[src/rtl/lss_pkg.sv]
`timescale 1ns / 1ps
// Shared types and codes for the LIFO stack with search and modify.
package lss_pkg;

	localparam int OP_W   = 3;
	localparam int DATA_W = 32;
	localparam int STAT_W = 2;
	localparam int POS_W  = 6;

	// operation codes
	localparam logic [OP_W-1:0] OP_PUSH    = 3'd0;
	localparam logic [OP_W-1:0] OP_POP     = 3'd1;
	localparam logic [OP_W-1:0] OP_PEEK    = 3'd2;
	localparam logic [OP_W-1:0] OP_MODIFY  = 3'd3;
	localparam logic [OP_W-1:0] OP_DISPLAY = 3'd4;

	// result status codes
	localparam logic [STAT_W-1:0] ST_OK       = 2'd0;
	localparam logic [STAT_W-1:0] ST_EMPTY    = 2'd1;
	localparam logic [STAT_W-1:0] ST_FULL     = 2'd2;
	localparam logic [STAT_W-1:0] ST_NOTFOUND = 2'd3;

	// controls broadcast along the cell chain
	typedef struct packed {
		logic push;   // every cell takes the one above
		logic pop;    // every cell takes the one below
		logic rot;    // rotate up, bottom held entry takes the wrap word
	} cell_ctrl_t;

	typedef enum logic [1:0] {
		S_IDLE = 2'b01,
		S_WALK = 2'b10
	} state_t;

endpackage

[src/rtl/lss_cell.sv]
`timescale 1ns / 1ps
// One stack cell: holds a word and trades it with its neighbors.
module lss_cell #(
	parameter int IDX = 0,
	parameter int IW  = 6
) (
	input  logic                               clk,
	input  lss_pkg::cell_ctrl_t                ctrl,
	input  logic [IW-1:0]                      last_idx,
	input  logic signed [lss_pkg::DATA_W-1:0]  above_data,
	input  logic signed [lss_pkg::DATA_W-1:0]  below_data,
	input  logic signed [lss_pkg::DATA_W-1:0]  wrap_data,
	output logic signed [lss_pkg::DATA_W-1:0]  data_q
);
	import lss_pkg::*;

	logic is_bottom;

	// this cell holds the lowest entry in use
	assign is_bottom = (last_idx == IW'(IDX));

	// data move: push shifts down, pop/rotate shift up
	always_ff @(posedge clk) begin
		if (ctrl.push) begin
			data_q <= above_data;
		end else if (ctrl.rot && is_bottom) begin
			data_q <= wrap_data;
		end else if (ctrl.pop || ctrl.rot) begin
			data_q <= below_data;
		end
	end

endmodule

[config.mk]
export PLATFORM = sky130hd
export DESIGN_NAME = lss_cell
export DESIGN_NICKNAME = d
export VERILOG_FILES = /design/src/rtl/lss_pkg.sv /design/src/rtl/lss_cell.sv
export SDC_FILE = /design/constraint.sdc
export NUM_CORES = 1
export LEC_CHECK = 0
export ABC_AREA = 1
export ABC_CLOCK_PERIOD_IN_PS = 2200
export BUFFER_PORTS_ARGS = -buffer_cell sky130_fd_sc_hd__clkbuf_2
export CAP_MARGIN = 20
export CORE_MARGIN = 2
export CORE_UTILIZATION = 38
export CTS_CLUSTER_SIZE = 25
export DETAILED_ROUTE_END_ITERATION = 8
export GPL_TIMING_DRIVEN = 0
export MAX_ROUTING_LAYER = met4
export PLACE_DENSITY_LB_ADDON = 0.08
export SLEW_MARGIN = 40
export SYNTH_ARGS = -nofsm -noshare
export SYNTH_HDL_FRONTEND = slang
export SYNTH_SLANG_ARGS = --single-unit
[constraint.sdc]
create_clock -name clk -period 2.2 [get_ports clk]
set_input_delay 0.66 -clock clk [delete_from_list [all_inputs] [get_ports clk]]
set_output_delay 0.66 -clock clk [all_outputs]
set_load 0.01 [all_outputs]
==> results of run 1 <==
stage by stage:
step	worst slack, ns	TNS [ns]	std cells
finish	0.644	0	499
global placement	-0.450	-14.33	492
floorplan	0.0974	0	286
detailed placement	0.0501	0	492
CTS	0.336	0	499
global route	0.585	0	499
final timing paths:
check | endpoint | slack [ns] | cells after the start
min | data_q[10] | 0.65 | 3
max | data_q[17] | 0.64 | 4
routing by layer:
| metal | GRT usage, % | part of all wire (%) |
|---|---|---|
| met5 | - | 0 |
| met4 | 4.74 | 0.54 |
| met3 | 4.65 | 7.5 |
| met2 | 33.2 | 50 |
| met1 | 21.8 | 42 |
cell families (layout without fill, tap and decap cells):
kind of cell / count (synthesis) / in the layout
buf+inv: 86 / 229
simple gates: 168 / 168
flops: 32 / 32
report_power, final:
part / leakage (nW) / total, W / switching (W) / internal [W]
clock network: 0.0410 / 0.000425 / 0.000210 / 0.000215
registers: 0.338 / 0.000762 / 0.0000158 / 0.000746
logic: 1.47 / 0.000340 / 0.000182 / 0.000158
total: 1.85 / 0.00153 / 0.000408 / 0.00112
synth_stat cells:
cell type	n
inv_1	69
clkbuf_1	3
nor2_8	1
nand2_4	1
buf_4	6
nand3_1	64
inv_2	1
buf_6	3
nand2_1	99
nand2_2	1
nor2_4	1
nor2_1	1
edfxtp_1	32
buf_2	4
tightest hold or removal path, stage by stage:
cell and delay, ns:
clkbuf_2 0.07, nand2_1 0.04, nand2_1 0.05
cell usage in the layout (no fill, tap or decap):
master    Yosys  layout
nand2_1      99      98
inv_1        69      69
edfxtp_1     32      32
nand3_1      64      64
nor2_1        1       1
nand2_4       1       2
clkbuf_2      0     136
clkinv_2      0       1
nor2_4        1       1
inv_2         1       1
buf_2         4       4
clkbuf_8      0       5
buf_6         3       3
clkbuf_1      3       4
nor2_8        1       1
nand2_2       1       1
buf_4         6       6
layout make-up:
cell class	instances	area (um2)	share of cell area, %
clock buffer	6	72.6	2.48
buffer	16	110	3.76
clock inverter	1	5.00	0.171
sequential	32	961	32.8
multi-input combinational	168	752	25.7
timing repair buffer	136	681	23.2
inverter	70	263	8.96
tap	70	87.6	2.99
==> metrics.cfg, run 1 <==
[yosys]
synth-simple-area-share_pct = 35.8
synth_compound_area_share_pct = 0
netlist_area_mm2 = 0.00208
synthXorXnorAreaFrac_pct = 0
synthMuxAreaShare_pct = 0
ys_seq_elements = 32
synth_fa_ha_area_share_pct = 0
synth_warnings = 0
synth_top_area_share_pct = 46.2
avgSynthCellArea_um2 = 7.27
synth_seq_area_share_pct = 46.2
synth_top_family_by_area = simple AND/OR/NAND/NOR gates
ys_types = 14
synth_cells = 286
yosysTopAreaCell = edfxtp_1
synth_fp_nets = 392
synthTopCellsByArea = edfxtp_1 (46%), nand2_1 (18%), nand3_1 (15%)

[worst_setup_path]
critPathTopFamily = buffers and inverters
cp-end-kind = flop
cp-startpoint = ctrl[2]
crit_arrival_ns = 1.48
critical_path.cell_chain = buf_2, inv_2, buf_2, nand2_4
critPathLaunchType = primary input
crit_type = primary input to flop
path_buf_inv = 3
required_ns = 2.12
worstPathMaxFanout = 32
max_stage_delay_ns = 0.38
cpMaxStageDelayCell = nand2_4
cp_common_cell = buf_2

[sta]
drv_slew = 0
hold_violations = 0
final.period_utilization_pct = 70.7
setup_viol = 0
relSlewSlack_pct = 66.4
max_freq_mhz = 643
fin_hold_ws_ns = 0.645
period_needed_ns = 1.56
worst_pin_slew_ns = 0.504
rsz0062_at_grt = false

[clock_tree]
clk_pin_slew_worst_paths_ns = 0.07
cts_buffer_depth = 2
ctsResizeCount = 0
h-tree-depth = 2
cts_tree = done
hold_buffers = 0
cts_setup_buffers = 0
clkSinkCount = 32
cts-root-buf = clkbuf_8
cts_buffers = 5

[placement]
globalplace.congestion = 0.785
port_buffers = 136
hpwl_mm = 4.20
placed_area_mm2 = 0.00285

[layout]
antennaDiodeCount = 0
fill_cells = 532
largestRegisters = data_q (32)
area_growth_pct = 41.1
fin_area_mm2 = 0.00293
top_register = data_q
utilization_pct = 56.3
nets = 535
drive_gt1_share_pct = 37.5
largest_reg_flops = 32

[pwr]
p_leak_nw = 1.85
powerDensity_mw_per_mm2 = 521
total_power_w = 0.00153
ir_drop_mv = 0.251

[route]
routedWlPerCell_um = 11.2
dr.pass1.iters = 4
avgViaCountPerCell = 4.39
totalWireLength_mm = 5.57
dr.first_iter.drc_count = 80
drc = 0
vias = 2191
final_antenna_net_count = 0

[floorplan]
start_util_pct = 39.9
io_pins = 138
die_height_um = 78.0
die_w_um = 78.0
die_area_mm2 = 0.00608
rows = 26
placeableCoreArea_mm2 = 0.00520

[flow_run]
drv_cap = 0

[min_path]
min_path_type = primary input to flop
worstHoldStart = above_data[10]

[outcome]
status = finished clean

[global_routing]
grt_usage_pct = 18.9
overflow = 0
grt_pass1_vias = 2056
grt_first_pass_wirelength_mm = 9.00
antenna_found_initial = 0
grt_max_degree = 33

(Power assumes the default switching activity.)
==> run 2, diff against run 1 <==
--- a/config.mk
+++ b/config.mk
@@ -6,7 +6,7 @@
 export NUM_CORES = 1
 export LEC_CHECK = 0
 export ABC_AREA = 1
-export ABC_CLOCK_PERIOD_IN_PS = 2200
+export ABC_CLOCK_PERIOD_IN_PS = 1400
 export BUFFER_PORTS_ARGS = -buffer_cell sky130_fd_sc_hd__clkbuf_2
 export CAP_MARGIN = 20
 export CORE_MARGIN = 2
==> constraint.sdc (replaced) <==
create_clock -name clk -period 1.4 [get_ports clk]
set_input_delay 0.42 -clock clk [delete_from_list [all_inputs] [get_ports clk]]
set_output_delay 0.42 -clock clk [all_outputs]
set_load 0.01 [all_outputs]
==> metrics.cfg, run 2 (same netlist as run 1, synthesis figures left out) <==
[min_path]
min_delay_path_depth = 3  ; unchanged
hold_path_end = data_q[5]
worstHoldStart = above_data[5]
min_path_type = primary input to flop

[worst_setup_path]
worstSetupPathDepth = 4  ; unchanged
cp-end-kind = flop
critical_path.cell_chain = buf_2, inv_2, buf_2, nand2_4
cp_common_cell = buf_2
max_stage_delay_ns = 0.38  ; about the same
crit_arrival_ns = 1.23  ; -0.25 ns
critPathTopFamily = buffers and inverters
crit_type = primary input to flop
worstPathMaxFanout = 32  ; unchanged
path_buf_inv = 3  ; unchanged
cpMaxStageDelayCell = nand2_4
critPathLaunchType = primary input
required_ns = 1.33  ; -0.79 ns

[global_routing]
overflow = 0  ; unchanged
grt_usage_pct = 19.4  ; +0.47 points
grt_pass1_vias = 2049  ; -0.34%
grt_max_degree = 33  ; unchanged
antenna_found_initial = 0  ; unchanged
grt-busiest-layer = met2
use_met2_pct = 32.8  ; -0.43 points
grt_first_pass_wirelength_mm = 9.10  ; +1.2%
grtUsageMet3_pct = 5.58  ; +0.93 points
use_met1_pct = 22.2  ; +0.47 points

[layout]
layout_commonest_cell = clkbuf_2
largestRegisters = data_q (32)
nets = 535  ; unchanged
top_register = data_q
antennaDiodeCount = 0  ; unchanged
drive_gt1_share_pct = 37.5  ; unchanged
fin_area_mm2 = 0.00293  ; unchanged
area_growth_pct = 41.1  ; unchanged
layout_common_cells = clkbuf_2 (136), nand2_1 (98), inv_1 (69), nand3_1 (64), edfxtp_1 (32)
largest_reg_flops = 32  ; unchanged
utilization_pct = 56.3  ; unchanged
fill_cells = 545  ; +2.4%

[sta]
fin_ws_ns = 0.0995  ; -0.544 ns
worst_pin_slew_ns = 0.488  ; -0.0160 ns
hold_violations = 0  ; unchanged
setup_viol = 0  ; unchanged
drv_slew = 0  ; unchanged
max_freq_mhz = 769
period_needed_ns = 1.30
rsz0062_at_grt = false
final.period_utilization_pct = 92.9
fin_hold_ws_ns = 0.403  ; -0.242 ns
relSlewSlack_pct = 67.5  ; +1.1 points

[floorplan]
die_area_mm2 = 0.00608  ; unchanged
die_w_um = 78.0  ; unchanged
placeableCoreArea_mm2 = 0.00520  ; unchanged
rows = 26  ; unchanged
die_height_um = 78.0  ; unchanged
start_util_pct = 39.9  ; unchanged
io_pins = 138  ; unchanged

[placement]
pre_cts_ws_ns = -0.223  ; -0.273 ns
port_buffers = 136  ; unchanged
hpwl_mm = 4.19  ; -0.36%
globalplace.congestion = 0.766  ; -2.4%
placed_area_mm2 = 0.00285  ; +0.18%

[pwr]
total_power_w = 0.00240  ; +57%
p_leak_nw = 1.85  ; unchanged
powerDensity_mw_per_mm2 = 818  ; +57%
ir_drop_mv = 0.404  ; +61%

[route]
drc = 0  ; unchanged
routedWlPerCell_um = 11.0  ; -1.7%
avgViaCountPerCell = 4.34  ; -1.2%
dr.pass1.iters = 5  ; +1
final_antenna_net_count = 0  ; unchanged
totalWireLength_mm = 5.47  ; -1.7%
dr.first_iter.drc_count = 100  ; +25%
vias = 2164  ; -1.2%

[clock_tree]
h-tree-depth = 2  ; unchanged
clk_pin_slew_worst_paths_ns = 0.06  ; about the same
cts_buffer_depth = 2  ; unchanged
clkSinkCount = 32  ; unchanged
hold_buffers = 0  ; unchanged
ctsResizeCount = 0  ; unchanged
cts_tree = done
cts_setup_buffers = 0  ; unchanged
cts-root-buf = clkbuf_8
cts_buffers = 5  ; unchanged

[flow_run]
drv_cap = 0  ; unchanged

[outcome]
status = finished clean

run 2: worst max path at each step:
stage            endpoint    start  slack, ns
5_1_grt        data_q[24]  ctrl[2]       0.02
4_1_cts        data_q[21]  ctrl[2]       0.08
6_report       data_q[21]  ctrl[2]        0.1
3_5_place_dp    data_q[6]  ctrl[2]      -0.22
2_1_floorplan   data_q[0]  ctrl[2]       0.02
3_3_place_gp   data_q[19]  ctrl[2]      -0.20
run 2: per-stage QoR:
| stage | instances | setup TNS, ns |
|---|---|---|
| after floorplan | 286 | 0 |
| after global placement | 492 | -9.39 |
| after detailed placement | 492 | -10.83 |
| after CTS | 499 | 0 |
| after global routing | 499 | 0 |
| final | 499 | 0 |
run 2: worst min-delay path: stages:
cell      delay (ns)
clkbuf_2        0.07
nand2_1         0.04
nand2_1         0.05
run 2: power breakdown:
group          leakage (nW)  switching, W  internal (W)
Clock                0.0410      0.000334      0.000338
Combinational          1.47      0.000283      0.000248
Sequential            0.338     0.0000246       0.00117
run 2: area by class of cell:
class	count	area (um2)	share of cell area [%]
Buffer	16	110	3.76
Clock buffer	6	72.6	2.48
Clock inverter	1	5.00	0.171
Inverter	70	263	8.96
Multi-Input combinational cell	168	752	25.7
Sequential cell	32	961	32.8
Tap cell	70	87.6	2.99
Timing Repair Buffer	136	681	23.2
run 2: routing by layer:
layer,vias to the layer above,routed length (um)
met3,9,495
met1,910,2280
li1,1155,-
met5,-,0
met2,90,2590
met4,0,102
